### src/rtl/core/rlce_pkg.sv
`default_nettype none
// ----------------------------------------------------------------------------
// rlce_pkg
// Shared constants and types for the ring list cursor engine.
// ----------------------------------------------------------------------------
package rlce_pkg;

   localparam int CAPACITY_DEF = 16;

   localparam int REQ_TYPE_W = 4;
   localparam int DATA_W     = 32;
   localparam int STATUS_W   = 2;
   localparam int POS_W      = 4;
   localparam int OCC_W      = 5;

   localparam logic [REQ_TYPE_W-1:0] OP_INS_AFTER  = 4'd0;
   localparam logic [REQ_TYPE_W-1:0] OP_INS_BEFORE = 4'd1;
   localparam logic [REQ_TYPE_W-1:0] OP_INS_ADV    = 4'd2;
   localparam logic [REQ_TYPE_W-1:0] OP_REMOVE     = 4'd3;
   localparam logic [REQ_TYPE_W-1:0] OP_NEXT       = 4'd4;
   localparam logic [REQ_TYPE_W-1:0] OP_PREV       = 4'd5;
   localparam logic [REQ_TYPE_W-1:0] OP_CLEAR      = 4'd6;
   localparam logic [REQ_TYPE_W-1:0] OP_SEARCH     = 4'd7;
   localparam logic [REQ_TYPE_W-1:0] OP_READ_ALL   = 4'd8;

   localparam logic [STATUS_W-1:0] ST_OK    = 2'd0;
   localparam logic [STATUS_W-1:0] ST_EMPTY = 2'd1;
   localparam logic [STATUS_W-1:0] ST_FULL  = 2'd2;
   localparam logic [STATUS_W-1:0] ST_END   = 2'd3;

   typedef enum logic [2:0] {
      S_IDLE,
      S_LOAD,
      S_LINK,
      S_WALK,
      S_END
   } state_type;

endpackage
`default_nettype wire

### src/rtl/core/rlce_req_if.sv
`default_nettype none
// ----------------------------------------------------------------------------
// rlce_req_if
// Request channel: valid/ready handshake with request code and value.
// ----------------------------------------------------------------------------
interface rlce_req_if;
   logic                                valid;
   logic                                ready;
   logic [rlce_pkg::REQ_TYPE_W-1:0]     req_type;
   logic signed [rlce_pkg::DATA_W-1:0]  value;

   modport source (output valid, output req_type, output value, input ready);
   modport sink   (input valid, input req_type, input value, output ready);
endinterface
`default_nettype wire

### src/rtl/core/rlce_rsp_if.sv
`default_nettype none
// ----------------------------------------------------------------------------
// rlce_rsp_if
// Response channel: valid/ready handshake with status, data and position.
// ----------------------------------------------------------------------------
interface rlce_rsp_if;
   logic                                valid;
   logic                                ready;
   logic [rlce_pkg::STATUS_W-1:0]       status;
   logic signed [rlce_pkg::DATA_W-1:0]  data;
   logic [rlce_pkg::POS_W-1:0]          position;
   logic [rlce_pkg::OCC_W-1:0]          occupancy;
   logic                                last;

   modport source (output valid, output status, output data, output position,
                   output occupancy, output last, input ready);
   modport sink   (input valid, input status, input data, input position,
                   input occupancy, input last, output ready);
endinterface
`default_nettype wire

### src/rtl/core/rlce_ram.sv
`default_nettype none
// ----------------------------------------------------------------------------
// rlce_ram
// Generic single-write, single-read RAM with registered read data.
// ----------------------------------------------------------------------------
module rlce_ram #(
   parameter int WIDTH = 32,
   parameter int DEPTH = 16,
   localparam int AW = (DEPTH > 1) ? $clog2(DEPTH) : 1
) (
   input  wire logic                   clock,
   input  wire logic                   we,
   input  wire logic [AW-1:0]          waddr,
   input  wire logic [WIDTH-1:0]       wdata,
   input  wire logic [AW-1:0]          raddr,
   output logic      [WIDTH-1:0]       rdata
);
   logic [WIDTH-1:0] mem_ff [DEPTH];
   logic [WIDTH-1:0] rdata_ff;

   always_ff @(posedge clock) begin
      if (we) begin
         mem_ff[waddr] <= wdata;
      end
      rdata_ff <= mem_ff[raddr];
   end

   assign rdata = rdata_ff;
endmodule
`default_nettype wire

### src/rtl/core/rlce_free_stack.sv
`default_nettype none
// ----------------------------------------------------------------------------
// rlce_free_stack
// Stack of free node indices. Entries never written since the last clear
// read as their own position, so clear does not rewrite the stack memory.
// ----------------------------------------------------------------------------
module rlce_free_stack #(
   parameter int CAPACITY = rlce_pkg::CAPACITY_DEF,
   localparam int IW = $clog2(CAPACITY)
) (
   input  wire logic          clock,
   input  wire logic          reset,
   input  wire logic          clear,
   input  wire logic          pop,
   input  wire logic          push,
   input  wire logic [IW-1:0] push_idx,
   output logic      [IW-1:0] free_idx
);
   localparam int CW = $clog2(CAPACITY + 1);

   logic [CW-1:0]       top_ff, top_in;
   logic [CAPACITY-1:0] valid_ff, valid_in;
   logic [IW-1:0]       rd_addr, wr_addr;
   logic [IW-1:0]       rd_addr_ff;
   logic                rd_valid_ff;
   logic [IW-1:0]       ram_rdata;

   assign rd_addr = IW'(top_ff - 1'b1);
   assign wr_addr = IW'(top_ff);

   always_comb begin
      top_in   = top_ff;
      valid_in = valid_ff;
      if (clear) begin
         top_in   = CW'(CAPACITY);
         valid_in = '0;
      end else if (pop) begin
         top_in = top_ff - 1'b1;
      end else if (push) begin
         top_in            = top_ff + 1'b1;
         valid_in[wr_addr] = 1'b1;
      end
   end

   always_ff @(posedge clock) begin
      if (reset) begin
         top_ff   <= CW'(CAPACITY);
         valid_ff <= '0;
      end else begin
         top_ff   <= top_in;
         valid_ff <= valid_in;
      end
      rd_addr_ff  <= rd_addr;
      rd_valid_ff <= valid_ff[rd_addr];
   end

   rlce_ram #(
      .WIDTH (IW),
      .DEPTH (CAPACITY)
   ) u_stack_ram (
      .clock (clock),
      .we    (push && !clear),
      .waddr (wr_addr),
      .wdata (push_idx),
      .raddr (rd_addr),
      .rdata (ram_rdata)
   );

   assign free_idx = rd_valid_ff ? ram_rdata : rd_addr_ff;
endmodule
`default_nettype wire

### src/rtl/core/ring_list_cursor_engine_top.sv
`default_nettype none
// ----------------------------------------------------------------------------
// ring_list_cursor_engine_top
// Circular doubly linked list with a cursor over a fixed node pool.
// ----------------------------------------------------------------------------
// One request at a time. Next, prev, remove, clear, refused inserts and
// inserts into an empty ring respond from the load state; an insert into a
// non-empty ring passes through the link state as well, since its two link
// updates share the single write port of each link memory. Search and read
// all walk the ring along the next links, one node memory read per element,
// and search closes with an end response. A response register lets the
// engine accept the next request while the previous response waits; a
// stalled response channel holds the engine.
// ----------------------------------------------------------------------------
module ring_list_cursor_engine_top #(
   parameter int CAPACITY = rlce_pkg::CAPACITY_DEF
) (
   input  wire logic    clock,
   input  wire logic    reset,
   rlce_req_if.sink     req_bus,
   rlce_rsp_if.source   rsp_bus
);
   localparam int IW     = $clog2(CAPACITY);
   localparam int CW     = $clog2(CAPACITY + 1);
   localparam int DW     = rlce_pkg::DATA_W;
   localparam int POS_W  = rlce_pkg::POS_W;
   localparam int OCC_W  = rlce_pkg::OCC_W;
   localparam int ST_W   = rlce_pkg::STATUS_W;
   localparam int OP_W   = rlce_pkg::REQ_TYPE_W;

   rlce_pkg::state_type state_ff, state_in;
   logic [IW-1:0]   cursor_ff, cursor_in;
   logic [CW-1:0]   count_ff, count_in;
   logic [IW-1:0]   c_ff, c_in, n_ff, n_in, nb_ff, nb_in, p_ff, p_in;
   logic [IW-1:0]   i_ff, i_in;
   logic [OP_W-1:0] op_ff, op_in;
   logic [DW-1:0]   key_ff, key_in;

   logic            rsp_valid_ff;
   logic [ST_W-1:0] rsp_status_ff;
   logic [DW-1:0]   rsp_data_ff;
   logic [POS_W-1:0] rsp_pos_ff;
   logic [OCC_W-1:0] rsp_occ_ff;
   logic            rsp_last_ff;

   logic            emit, em_last;
   logic [ST_W-1:0] em_status;
   logic [DW-1:0]   em_data;
   logic [POS_W-1:0] em_pos;

   logic            val_we, nxt_we, prv_we;
   logic [IW-1:0]   val_waddr, nxt_waddr, prv_waddr;
   logic [DW-1:0]   val_wdata;
   logic [IW-1:0]   nxt_wdata, prv_wdata;
   logic [IW-1:0]   node_raddr;
   logic [DW-1:0]   val_rd;
   logic [IW-1:0]   nxt_rd, prv_rd;

   logic            fs_clear, fs_pop, fs_push;
   logic [IW-1:0]   free_idx;

   logic            room, accept, walk_last;

   assign room      = !rsp_valid_ff || rsp_bus.ready;
   assign accept    = req_bus.valid && req_bus.ready;
   assign walk_last = (CW'(i_ff) + 1'b1) == count_ff;
   assign req_bus.ready = (state_ff == rlce_pkg::S_IDLE);

   always_comb begin
      state_in  = state_ff;
      cursor_in = cursor_ff;
      count_in  = count_ff;
      c_in      = c_ff;
      n_in      = n_ff;
      nb_in     = nb_ff;
      p_in      = p_ff;
      i_in      = i_ff;
      op_in     = op_ff;
      key_in    = key_ff;
      emit      = 1'b0;
      em_status = rlce_pkg::ST_OK;
      em_data   = '0;
      em_pos    = '0;
      em_last   = 1'b1;
      val_we    = 1'b0;
      nxt_we    = 1'b0;
      prv_we    = 1'b0;
      val_waddr = free_idx;
      val_wdata = key_ff;
      nxt_waddr = free_idx;
      nxt_wdata = free_idx;
      prv_waddr = free_idx;
      prv_wdata = free_idx;
      fs_clear  = 1'b0;
      fs_pop    = 1'b0;
      fs_push   = 1'b0;
      node_raddr = cursor_ff;

      case (state_ff)
         rlce_pkg::S_IDLE: begin
            if (accept) begin
               op_in    = req_bus.req_type;
               key_in   = req_bus.value;
               state_in = rlce_pkg::S_LOAD;
            end
         end

         rlce_pkg::S_LOAD: begin
            if (room) begin
               state_in = rlce_pkg::S_IDLE;
               emit     = 1'b1;
               c_in     = cursor_ff;
               case (op_ff)
                  rlce_pkg::OP_INS_AFTER, rlce_pkg::OP_INS_BEFORE,
                  rlce_pkg::OP_INS_ADV: begin
                     if (count_ff == CW'(CAPACITY)) begin
                        em_status = rlce_pkg::ST_FULL;
                     end else begin
                        fs_pop   = 1'b1;
                        count_in = count_ff + 1'b1;
                        val_we   = 1'b1;
                        nxt_we   = 1'b1;
                        prv_we   = 1'b1;
                        if (count_ff == '0) begin
                           cursor_in = free_idx;
                        end else begin
                           emit  = 1'b0;
                           n_in  = free_idx;
                           state_in = rlce_pkg::S_LINK;
                           if (op_ff == rlce_pkg::OP_INS_BEFORE) begin
                              nxt_wdata = cursor_ff;
                              prv_wdata = prv_rd;
                              nb_in     = prv_rd;
                           end else begin
                              nxt_wdata = nxt_rd;
                              prv_wdata = cursor_ff;
                              nb_in     = nxt_rd;
                           end
                           if (op_ff == rlce_pkg::OP_INS_ADV) begin
                              cursor_in = free_idx;
                           end
                        end
                     end
                  end
                  rlce_pkg::OP_REMOVE: begin
                     if (count_ff == '0) begin
                        em_status = rlce_pkg::ST_EMPTY;
                     end else begin
                        em_data  = val_rd;
                        count_in = count_ff - 1'b1;
                        fs_push  = 1'b1;
                        if (count_ff == CW'(1)) begin
                           cursor_in = '0;
                        end else begin
                           nxt_we    = 1'b1;
                           nxt_waddr = prv_rd;
                           nxt_wdata = nxt_rd;
                           prv_we    = 1'b1;
                           prv_waddr = nxt_rd;
                           prv_wdata = prv_rd;
                           cursor_in = nxt_rd;
                        end
                     end
                  end
                  rlce_pkg::OP_NEXT, rlce_pkg::OP_PREV: begin
                     if (count_ff == '0) begin
                        em_status = rlce_pkg::ST_EMPTY;
                     end else begin
                        cursor_in = (op_ff == rlce_pkg::OP_NEXT) ? nxt_rd : prv_rd;
                     end
                  end
                  rlce_pkg::OP_CLEAR: begin
                     fs_clear  = 1'b1;
                     count_in  = '0;
                     cursor_in = '0;
                  end
                  rlce_pkg::OP_SEARCH, rlce_pkg::OP_READ_ALL: begin
                     if (count_ff == '0) begin
                        em_status = rlce_pkg::ST_EMPTY;
                     end else begin
                        emit     = 1'b0;
                        p_in     = cursor_ff;
                        i_in     = '0;
                        state_in = rlce_pkg::S_WALK;
                     end
                  end
                  default: begin
                  end
               endcase
            end
         end

         rlce_pkg::S_LINK: begin
            if (room) begin
               emit     = 1'b1;
               state_in = rlce_pkg::S_IDLE;
               nxt_we   = 1'b1;
               prv_we   = 1'b1;
               if (op_ff == rlce_pkg::OP_INS_BEFORE) begin
                  nxt_waddr = nb_ff;
                  nxt_wdata = n_ff;
                  prv_waddr = c_ff;
                  prv_wdata = n_ff;
               end else begin
                  prv_waddr = nb_ff;
                  prv_wdata = n_ff;
                  nxt_waddr = c_ff;
                  nxt_wdata = n_ff;
               end
            end
         end

         rlce_pkg::S_WALK: begin
            node_raddr = p_ff;
            if (room) begin
               node_raddr = nxt_rd;
               p_in       = nxt_rd;
               i_in       = i_ff + 1'b1;
               em_pos     = POS_W'(i_ff);
               em_data    = val_rd;
               if (op_ff == rlce_pkg::OP_READ_ALL) begin
                  emit    = 1'b1;
                  em_last = walk_last;
                  if (walk_last) begin
                     state_in = rlce_pkg::S_IDLE;
                  end
               end else begin
                  emit    = (val_rd == key_ff);
                  em_last = 1'b0;
                  if (walk_last) begin
                     state_in = rlce_pkg::S_END;
                  end
               end
            end
         end

         rlce_pkg::S_END: begin
            if (room) begin
               emit      = 1'b1;
               em_status = rlce_pkg::ST_END;
               state_in  = rlce_pkg::S_IDLE;
            end
         end

         default: begin
            state_in = rlce_pkg::S_IDLE;
         end
      endcase
   end

   always_ff @(posedge clock) begin
      if (reset) begin
         state_ff     <= rlce_pkg::S_IDLE;
         cursor_ff    <= '0;
         count_ff     <= '0;
         rsp_valid_ff <= 1'b0;
      end else begin
         state_ff  <= state_in;
         cursor_ff <= cursor_in;
         count_ff  <= count_in;
         if (emit) begin
            rsp_valid_ff <= 1'b1;
         end else if (rsp_bus.ready) begin
            rsp_valid_ff <= 1'b0;
         end
      end
      c_ff   <= c_in;
      n_ff   <= n_in;
      nb_ff  <= nb_in;
      p_ff   <= p_in;
      i_ff   <= i_in;
      op_ff  <= op_in;
      key_ff <= key_in;
      if (emit) begin
         rsp_status_ff <= em_status;
         rsp_data_ff   <= em_data;
         rsp_pos_ff    <= em_pos;
         rsp_occ_ff    <= OCC_W'(count_in);
         rsp_last_ff   <= em_last;
      end
   end

   rlce_ram #(.WIDTH(DW), .DEPTH(CAPACITY)) u_value_ram (
      .clock (clock),
      .we    (val_we),
      .waddr (val_waddr),
      .wdata (val_wdata),
      .raddr (node_raddr),
      .rdata (val_rd)
   );

   rlce_ram #(.WIDTH(IW), .DEPTH(CAPACITY)) u_next_ram (
      .clock (clock),
      .we    (nxt_we),
      .waddr (nxt_waddr),
      .wdata (nxt_wdata),
      .raddr (node_raddr),
      .rdata (nxt_rd)
   );

   rlce_ram #(.WIDTH(IW), .DEPTH(CAPACITY)) u_prev_ram (
      .clock (clock),
      .we    (prv_we),
      .waddr (prv_waddr),
      .wdata (prv_wdata),
      .raddr (node_raddr),
      .rdata (prv_rd)
   );

   rlce_free_stack #(.CAPACITY(CAPACITY)) u_free_stack (
      .clock    (clock),
      .reset    (reset),
      .clear    (fs_clear),
      .pop      (fs_pop),
      .push     (fs_push),
      .push_idx (c_in),
      .free_idx (free_idx)
   );

   assign rsp_bus.valid     = rsp_valid_ff;
   assign rsp_bus.status    = rsp_status_ff;
   assign rsp_bus.data      = rsp_data_ff;
   assign rsp_bus.position  = rsp_pos_ff;
   assign rsp_bus.occupancy = rsp_occ_ff;
   assign rsp_bus.last      = rsp_last_ff;
endmodule
`default_nettype wire

### src/flat_wrapper.sv
// flat-port wrapper written by rule: the top's interface ports become plain ports
module ring_list_cursor_engine_top_flat 
#(
   parameter int CAPACITY = rlce_pkg::CAPACITY_DEF
)
  (clock, reset, req_bus_valid, req_bus_req_type, req_bus_value, req_bus_ready, rsp_bus_valid, rsp_bus_status, rsp_bus_data, rsp_bus_position, rsp_bus_occupancy, rsp_bus_last, rsp_bus_ready);
  rlce_req_if req_bus_i ();
  rlce_rsp_if rsp_bus_i ();
  input  wire logic clock;
  input  wire logic reset;
  input wire logic [$bits(req_bus_i.valid)-1:0] req_bus_valid;
  input wire logic [$bits(req_bus_i.req_type)-1:0] req_bus_req_type;
  input wire logic [$bits(req_bus_i.value)-1:0] req_bus_value;
  output wire logic [$bits(req_bus_i.ready)-1:0] req_bus_ready;
  output wire logic [$bits(rsp_bus_i.valid)-1:0] rsp_bus_valid;
  output wire logic [$bits(rsp_bus_i.status)-1:0] rsp_bus_status;
  output wire logic [$bits(rsp_bus_i.data)-1:0] rsp_bus_data;
  output wire logic [$bits(rsp_bus_i.position)-1:0] rsp_bus_position;
  output wire logic [$bits(rsp_bus_i.occupancy)-1:0] rsp_bus_occupancy;
  output wire logic [$bits(rsp_bus_i.last)-1:0] rsp_bus_last;
  input wire logic [$bits(rsp_bus_i.ready)-1:0] rsp_bus_ready;
  assign req_bus_i.valid = req_bus_valid;
  assign req_bus_i.req_type = req_bus_req_type;
  assign req_bus_i.value = req_bus_value;
  assign req_bus_ready = req_bus_i.ready;
  assign rsp_bus_valid = rsp_bus_i.valid;
  assign rsp_bus_status = rsp_bus_i.status;
  assign rsp_bus_data = rsp_bus_i.data;
  assign rsp_bus_position = rsp_bus_i.position;
  assign rsp_bus_occupancy = rsp_bus_i.occupancy;
  assign rsp_bus_last = rsp_bus_i.last;
  assign rsp_bus_i.ready = rsp_bus_ready;
  ring_list_cursor_engine_top #(.CAPACITY(CAPACITY)) u_core (.clock(clock), .reset(reset), .req_bus(req_bus_i), .rsp_bus(rsp_bus_i));
endmodule
### config.mk
export PLATFORM = sky130hd
export DESIGN_NAME = ring_list_cursor_engine_top_flat
export DESIGN_NICKNAME = d
export VERILOG_FILES = /design/src/rtl/core/rlce_pkg.sv /design/src/rtl/core/rlce_req_if.sv /design/src/rtl/core/rlce_rsp_if.sv /design/src/rtl/core/rlce_ram.sv /design/src/rtl/core/rlce_free_stack.sv /design/src/rtl/core/ring_list_cursor_engine_top.sv /design/src/flat_wrapper.sv
export SDC_FILE = /design/constraint.sdc
export NUM_CORES = 1
export LEC_CHECK = 0
export BUFFER_PORTS_ARGS = -buffer_cell sky130_fd_sc_hd__clkbuf_2
export CAP_MARGIN = 20
export CORE_ASPECT_RATIO = 0.9
export CORE_UTILIZATION = 50
export CTS_CLUSTER_DIAMETER = 200
export DETAILED_ROUTE_END_ITERATION = 7
export GPL_ROUTABILITY_DRIVEN = 1
export GPL_TIMING_DRIVEN = 1
export PLACE_DENSITY = 0.66
export SETUP_SLACK_MARGIN = 0.5
export SYNTH_ARGS = -nofsm -noshare
export SYNTH_HDL_FRONTEND = slang
export SYNTH_SLANG_ARGS = --single-unit
### constraint.sdc
create_clock -name clock -period 6.5 [get_ports clock]
set_input_delay 0.325 -clock clock [delete_from_list [all_inputs] [get_ports clock]]
set_output_delay 0.325 -clock clock [all_outputs]
set_load 0.01 [all_outputs]
# After elaboration in Yosys (flattened, before gate mapping)
# Memories as Yosys holds them, arrays and structs flattened. A register that Yosys moved wholly into a read port is not among the register bits.
# Index checks and enable logic that the tools add are counted.
# W data, S select, Z words.
# totals
mem_bits_rw	704
in_bits	40
ff_bits	139
out_inout_bits	46
word_cells	208
n_memories	4
# mem_list
name	words	width	read_ports	rd_ports_with_merged_regs	write_ports	line_no	rtl
u_core.u_value_ram.mem_ff	16	32	1	1	1	rlce_ram.sv:18	logic [WIDTH-1:0] mem_ff [DEPTH];
u_core.u_free_stack.u_stack_ram.mem_ff	16	4	1	1	1	rlce_ram.sv:18	
u_core.u_next_ram.mem_ff	16	4	1	1	1	rlce_ram.sv:18	
u_core.u_prev_ram.mem_ff	16	4	1	1	1	rlce_ram.sv:18	
# op_classes
eq_ne	27
reduce_logical	27
add_sub_neg	6
muxes	117
bitwise_logic	4
order_cmp	3
# op_table
op	count
$mux W4	41
$mux W32	4
$pmux W32 S2	1
$pmux W4 S2	8
$eq A32 B32 Y1	1
$mux W1	32
$mux W5	6
$mux W3	8
$eq A4 B3 Y1 const B	4
$or A16 B16 Y16	1
$pmux W4 S4	1
$pmux W5 S3	1
$reduce_and A5 Y1	3
$pmux W3 S4	1
$add A5 B1 Y5 const B	2
$lt A4 B5 Y1 const B	2
$mux W2	5
$ne A2 B1 Y1 const B	5
$ne A2 B2 Y1 const B	5
$sub A5 B1 Y5 const B	2
$eq A4 B2 Y1 const B	2
$pmux W2 S2	2
$reduce_or A2 Y1	4
$reduce_and A7 Y1	1
30 further kinds	42

# Longest topological paths before layout
# Gate-level depths: netlist of run 1.
# logic_depth
ltp_word	8
depth_mapped	10
depth_no_buf	8

# By module
# A second synthesis of run 1 with hierarchy kept.
# unflattened
cells_unflattened	1913
area_unflattened_um2	35068.6
# modules_own_cells
mod	cells_each	area_per_inst_um2	instances
rlce_ram (u_core.u_value_ram)	838	19835.3	1
rlce_ram (u_core.u_free_stack.u_stack_ram ...)	130	2666.3	3
ring_list_cursor_engine_top	572	6122.1	1
rlce_free_stack	113	1112.3	1

# Worst setup path before layout of run 1
# OpenSTA, ideal clock, no wires.
# synth_path
path_kind	flip-flop to flip-flop
startpoint	register u_core.count_ff[1]
endpoint	register u_core.rsp_data_ff[0], in the netlist u_core.rsp_bus.data[0] (enable)
path_stages_with_launch	9
synth_period_minus_slack_ns	5.318
slack_ns	1.182
arrival_ns	4.818
setup_time_ns	0.500
required_ns	6.000
cell_sequence	dfxtp_1 inv_1 ha_1 nor3b_2 a21oi_1 a32o_1 nor3b_1 o31ai_1 nor3_1
# synth_via
elab_chain_cells	6
word_cells_on_any_way	7
classes_between	eq/ne: 1; mux: 5; reduce/logical: 1
# synth_lines
item	line_no	rtl
from (decl)	ring_list_cursor_engine_top.sv:33	logic [CW-1:0] count_ff, count_in;
from (signal assigned)	ring_list_cursor_engine_top.sv:260	count_ff <= count_in;
$logic_not A5 Y1	ring_list_cursor_engine_top.sv:124, ring_list_cursor_engine_top.sv:178	
$mux W1	ring_list_cursor_engine_top.sv:124, ring_list_cursor_engine_top.sv:178	
$mux W1	ring_list_cursor_engine_top.sv:116	if (count_ff == CW'(CAPACITY)) begin
$pmux W1 S2 *	ring_list_cursor_engine_top.sv:113	case (op_ff)
$mux W1 *	ring_list_cursor_engine_top.sv:109	if (room) begin
$pmux W1 S3 *	ring_list_cursor_engine_top.sv:99	case (state_ff)
via u_core.emit	ring_list_cursor_engine_top.sv:46	logic emit, em_last;
to (signal assigned)	ring_list_cursor_engine_top.sv:276	rsp_data_ff <= em_data;
to (decl)	ring_list_cursor_engine_top.sv:41	logic [DW-1:0] rsp_data_ff;
# The timed path passes the listed nets; every way through them passes the cells marked *.
# A chain may end at the register's enable or synchronous reset.

# Worst setup path after layout of run 1
# layout_path
startpoint	register u_core.count_ff[1]
endpoint	memory u_core.u_next_ram.mem_ff[2][1] (netlist bit) (enable)
# layout_via
elab_chain_cells	8
word_cells_on_any_way	16
classes_between	eq/ne: 2; mux: 13; reduce/logical: 1
# layout_lines
item	line_no	rtl
$eq A5 B1 Y1	ring_list_cursor_engine_top.sv:152	if (count_ff == CW'(1)) begin
$mux W1	ring_list_cursor_engine_top.sv:152	
$mux W1	ring_list_cursor_engine_top.sv:146	if (count_ff == '0) begin
$pmux W1 S2	ring_list_cursor_engine_top.sv:113	
$mux W1	ring_list_cursor_engine_top.sv:109	
$pmux W1 S2	ring_list_cursor_engine_top.sv:99	
$mux W1	rlce_ram.sv:22	if (we) begin
$mux W1 (implied by the code)	rlce_ram.sv:23	mem_ff[waddr] <= wdata;
to (decl)	rlce_ram.sv:18	
# Parallel ways exist; a longest one is shown, timed or not.

==> impl_metrics.csv, run 1 <==
group,metric,value,unit
die,rows,91,
route,vias_per_cell,5.97,
synthesis,synth-seq-cells,886,
synthesis,yosysWarnings,0,
global_route,antenna_found_initial,3,
die,io_pins,86,
synthesis,synthArstFlopShare,0,
clocking,clk_pin_slew,0.06,ns
die,die_y,254,µm
route,final_antenna_net_count,0,
route,drt_pass1_iterations,7,
clocking,h-tree-depth,3,
critical_path,crit_slowest_cell,"a311oi_1",
synthesis,syn_inst,2164,
hold_path,hp-class,"primary input to flop",
pwr,ir_worst_vdd,190,µV
finish,final_nets,2356,
hold_path,hold_depth,2,
sta,rsz0062_at_grt,"false",
place,place_area,36800,µm²
sta,clock_skew,0.0410,ns
sta,hold_viol,0,
critical_path,worstSetupStartpointType,"flop",
finish,diodes,0,
finish,layoutNonFillerInstCount,3311,
finish,fin_util,0.582,
place,io_buffer_count,85,
global_route,grt_pass1_wl,125000,µm
finish,syn_to_final_growth,14.3,%
sta,hold_ws,0.134,ns
synthesis,syn-num-nets,2213,
synthesis,synth_edf_count,800,
die,fp.dieArea,71400,µm²
synthesis,seq_area_frac_synth,0.732,
clocking,cts_resized,0,
route,drt_iter0_drc,1980,
critical_path,reg2reg_depth,8,
synthesis,syn-cell-area,35200,µm²
flow_run,cap_violations,0,
finish,drive_above_1_share,0.149,
finish,design_area,40200,µm²
critical_path,worst-endpoint-required,6.78,ns
sta,fin_crit_sh,0.592,
critical_path,crit_fanout,13,
synthesis,yosys.area.top_type_share,0.683,
pwr,powerDensity,317,nW/µm²
sta,max_freq,0.260,GHz
clocking,clock_tree.root_cell,"clkbuf_16",
synthesis,ys_types,77,
critical_path,path_cells,"inv_1 -> ha_1 -> or2_2 -> a21boi_2 -> o22ai_1 -> a311oi_1 -> nand2_1 -> nor2_1",
critical_path,endpoint_kind,"flop",
sta,setup_viol,0,
clocking,post-cts-setup-buffers,0,
route,num_vias,19800,
sta,fin_ws,2.65,ns
run_status,status,"completed",
global_route,grt_max_degree,99,
global_route,grt_pass1_vias,19500,
clocking,cts_buffer_depth,3,
route,routed_wl,85000,µm
clocking,numCtsBuffers,87,
place,place_ws,2.69,ns
route,wl_per_cell,25.7,µm
clocking,clk_latency,0.66,ns
synthesis,synth_top_area_cell,"edfxtp_1",
synthesis,synth_flop_cell,"edfxtp_1",
place,dpl.hpwl,48000,µm
global_route,grt-ovfl-total,0,
route,drcViolationCount,0,
die,initial_core_util,0.509,
synthesis,syn_area_per_cell,16.2,µm²
sta,relSlewSlack,0.291,
pwr,finalPower,12.7,mW
critical_path,critPathKind,"flop to flop",
sta,tightest_slew,1.06,ns
pwr,p_leak,12.7,nW
place,dp_cells,3112,
clocking,cts_hold_buffers,36,
clocking,cts_tree,"done",
finish,layout_commonest_cell,"edfxtp_1",
global_route,track_usage,0.240,
finish,fill_cells,5256,
critical_path,crit_path_max_incr_delay,0.78,ns
finish,layout_common_cells,"edfxtp_1 (800), mux2i_1 (329), o22ai_1 (177)",
sta,finalMaxSlewViolations,0,
die,die_w,282,µm
clocking,clkSinkCount,886,
synthesis,synth.area.top_cells,"edfxtp_1 (68%), mux2i_1 (9.4%), dfxtp_1 (4.9%), o22ai_1 (3.1%), mux4_2 (1.6%)",
critical_path,worstPathArrival,4.13,ns
sta,finalCriticalPeriod,3.85,ns
place,gp_congestion,0.875,
die,core-area,69000,µm²
sta,finalSetupTns,0,ns
-- registers in the layout, summed over array words and instances, names as in the netlist, 5 cells and up --
register	cells
u_core.u_prev_ram.mem_ff	64
u_core.u_value_ram.mem_ff	512
u_core.u_free_stack.valid_ff	16
u_core.u_value_ram.rdata	32
u_core.rsp_bus.occupancy	5
u_core.rsp_bus.data	32
u_core.u_next_ram.mem_ff	64
u_core.count_ff	5
u_core.key_ff	32
u_core.u_free_stack.u_stack_ram.mem_ff	64
-- final timing paths --
kind	endpoint	slack [ns]	start
max reg2reg	u_core.u_next_ram.mem_ff[2][1]	2.65	u_core.count_ff[1]
max	u_core.u_next_ram.mem_ff[2][1]	2.65	u_core.count_ff[1]
min reg2reg	u_core.u_free_stack.valid_ff[2]	0.47	u_core.u_free_stack.valid_ff[2]
min	u_core.state_ff[2]	0.13	reset
-- synthesized netlist by cell type, types with 7 or more instances --
cell type	instances
a211oi_1	15
a21oi_1	46
a31oi_1	23
and2_1	48
and3_1	12
buf_2	52
buf_6	18
clkbuf_1	43
dfxtp_1	86
edfxtp_1	800
ha_1	9
inv_1	21
mux2i_1	329
mux4_2	25
nand2_1	70
nand2b_1	8
nand3_1	23
nand4_1	9
nor2_1	109
nor2b_1	9
nor3_1	20
nor4_1	12
o21ai_0	25
o22ai_1	177
or4_1	41
xnor2_1	7
xor2_1	36
-- critical path: cells and delay by family (launching register included) --
kind	cells	cell delay, ns
adders and majority gates	1	0.27
AOI/OAI and AO/OA	3	1.60
DFF	1	0.45
and+or+nand+nor	3	0.98
buffers and inverters	1	0.17
-- report_power, final --
group          internal, mW  leakage (nW)  switching, mW
clock network          3.04          1.45           2.15
logic                 0.329          3.35          0.606
registers              6.43          7.95          0.169
-- cell families (layout without fill, tap and decap cells) --
logic type,count (synthesis),in the layout,synth area share
AOI/OAI and AO/OA,329,329,0.0600
xor gates and xnor gates,43,43,0.0107
adders and majority gates,9,9,0.00320
buffers and inverters,143,360,0.0217
DFF,886,886,0.732
muxes,359,359,0.111
and+or+nand+nor,395,395,0.0606
-- per-layer routing --
metal	vias up	GRT usage	share of wire
li1	8814	-	-
met1	10100	0.343	0.43
met2	761	0.380	0.47
met3	123	0.0401	0.074
met4	0	0.0654	0.022
met5	-	0	0
-- layout make-up --
cell class | instances | area [µm²] | area share
Timing Repair Buffer | 175 | 1260 | 0.0313
Sequential cell | 886 | 25700 | 0.641
Inverter | 22 | 85.1 | 0.00212
Clock inverter | 41 | 518 | 0.0129
Multi-Input combinational cell | 1135 | 8910 | 0.222
Clock buffer | 122 | 2500 | 0.0622
Tap cell | 930 | 1160 | 0.0290
No activity file was read; power rests on OpenSTA's default activity.
==> run 2, diff against run 1 <==
PLACE_DENSITY = 0.69   (was 0.66)
clock period = 3.2 ns   (was 6.5 ns; I/O delays follow)
==> run 2 against run 1 <==
Sequential power increased by 100%. Clock skew decreased by 0.0099 ns. Fmax increased by 42%. Final area rose by 6.3%. Non-clock buffer count up 165. Count of clock-buffer cells in the layout shrank 9. Register-to-register slack got worse by 2.2 ns. Final cell count is 5.0% higher. Routed wire length increased by 7.5%. Via count increased by 6.2%. Largest power group unchanged.
==> impl_metrics.csv, run 2 (same netlist as run 1, synthesis figures left out) <==
group,metric,value,unit
global_route,grt_pass1_vias,20400,
finish,seq_area,25800,µm²
critical_path,worstSetupStartpointType,"flop",
global_route,antenna_found_initial,1,
sta,hold_viol,0,
route,num_vias,21000,
finish,layout_common_cells,"edfxtp_1 (800), mux2i_1 (326), o22ai_1 (176)",
sta,rsz0062_at_grt,"true",
route,drcViolationCount,0,
sta,clock_skew,0.0311,ns
finish,syn_to_final_growth,21.5,%
clocking,clkSinkCount,886,
clocking,numCtsBuffers,89,
global_route,grt_max_degree,41,
sta,finalSetupTns,0,ns
critical_path,path_cells,"inv_4 -> ha_1 -> or2_2 -> a21boi_4 -> buf_12 -> mux2i_2 -> a221o_1 -> nand3_2 -> nor2_2 -> buf_4",
clocking,clk_pin_slew,0.06,ns
route,routed_wl,91400,µm
die,fp.dieArea,71400,µm²
route,drt_pass1_iterations,5,
clocking,h-tree-depth,3,
route,final_antenna_net_count,0,
pwr,powerDensity,614,nW/µm²
finish,drive_above_1_share,0.237,
hold_path,hp-class,"primary input to flop",
sta,max_freq,0.370,GHz
critical_path,worst-endpoint-required,3.55,ns
sta,setup_viol,0,
global_route,grt-ovfl-total,0,
place,gp_congestion,0.885,
finish,multi_input_area,9430,µm²
finish,fin_util,0.619,
die,die_w,282,µm
sta,fin_crit_sh,0.845,
run_status,status,"completed",
route,wl_per_cell,26.3,µm
clocking,cts_buffer_depth,3,
global_route,track_usage,0.249,
clocking,clock_tree.root_cell,"clkbuf_16",
sta,finalCriticalPeriod,2.70,ns
critical_path,critPathKind,"flop to flop",
sta,relSlewSlack,0.501,
flow_run,cap_violations,0,
clocking,cts_tree,"done",
place,dpl.hpwl,50700,µm
finish,largest_reg_flops,512,
pwr,p_leak,13.9,nW
critical_path,crit_path_max_incr_delay,0.39,ns
route,drt_iter0_drc,2468,
die,io_pins,86,
critical_path,endpoint_kind,"flop",
finish,layout_commonest_cell,"edfxtp_1",
finish,fill_cells,4897,
sta,tightest_slew,0.739,ns
die,rows,91,
sta,finalMaxSlewViolations,0,
pwr,ir_worst_vdd,477,µV
critical_path,crit_family,"simple AND/OR/NAND/NOR gates",
global_route,grt_pass1_wl,130000,µm
critical_path,crit_fanout,9,
place,io_buffer_count,85,
finish,final_nets,2523,
finish,diodes,0,
clocking,clk_latency,0.66,ns
critical_path,crit_slowest_cell,"dfxtp_4",
critical_path,path_buf_inv,3,
die,initial_core_util,0.509,
route,vias_per_cell,6.04,
die,core-area,69000,µm²
finish,regMostFlops,"u_core.u_value_ram.mem_ff",
critical_path,worstPathArrival,3.06,ns
die,die_y,254,µm
## run 2: changes by cell type in the layout (fill, tap and decap cells not counted), sizes merged
cell         previous run  this run
buf                    54       207
clkinv                 24        34
bufinv                  8         7
dlygate4sd3            36        37
inv                    25        26
clkinvlp                6         5
bufbuf                  0         2
## run 2: worst reg2reg max path: stages, from the launching register on
cell	delay, ns
dfxtp_4	0.39
inv_4	0.06
ha_1	0.21
or2_2	0.32
a21boi_4	0.17
buf_12	0.15
mux2i_2	0.26
a221o_1	0.27
nand3_2	0.24
nor2_2	0.20
buf_4	0.15
## run 2: power breakdown
group | switching [mW] | internal [mW]
Sequential | 0.214 | 13.0
Combinational | 1.61 | 1.00
Clock | 4.45 | 5.89
Total | 6.27 | 19.9
## run 2: final cells by class
cell class | instances | share of cell area
Tap cell | 930 | 0.0272
Timing Repair Buffer | 340 | 0.0787
Multi-Input combinational cell | 1135 | 0.221
Inverter | 22 | 0.00211
Sequential cell | 886 | 0.603
Clock buffer | 113 | 0.0557
Clock inverter | 50 | 0.0124
## run 2: final timing paths
| kind | endpoint | slack, ns | cells after the start | startpoint |
|---|---|---|---|---|
| setup / recovery | u_core.u_next_ram.mem_ff[3][3] | 0.50 | 10 | u_core.count_ff[1] |
| hold / removal | u_core.state_ff[0] | 0.11 | 5 | req_bus_valid |
| setup reg to reg | u_core.u_next_ram.mem_ff[3][3] | 0.50 | 10 | u_core.count_ff[1] |
| hold reg to reg | u_core.u_free_stack.valid_ff[7] | 0.47 | 2 | u_core.u_free_stack.valid_ff[7] |
## run 2: stage by stage
step	power (mW)	hold WS (ns)	instances	setup slack, ns	cell area (µm²)
after floorplan	14.7	0.232	2164	0.100	35300
after global placement	15.6	0.337	3194	0.189	37900
after detailed placement	15.6	0.339	3194	0.0669	37900
after CTS	26.1	0.0663	3441	0.431	42000
after global routing	26.9	0.114	3476	0.425	42700
final	26.2	0.108	3476	0.496	42700
## run 2: timing repair
action                                  CTS  global route
endpoints found under the hold margin    46             0
gates cloned                              4             9
endpoints found under the setup margin  432           698
pin swaps                                17            16
gates resized for setup                  72            54
hold buffers                             37             0
buffers inserted                         43            26
## run 2: metal layers
layer / vias up / global-route usage / share of wire
met5: - / 0 / 0
met4: 0 / 0.0663 / 0.023
met3: 142 / 0.0441 / 0.090
met2: 1035 / 0.401 / 0.48
met1: 10600 / 0.350 / 0.41
li1: 9171 / - / -
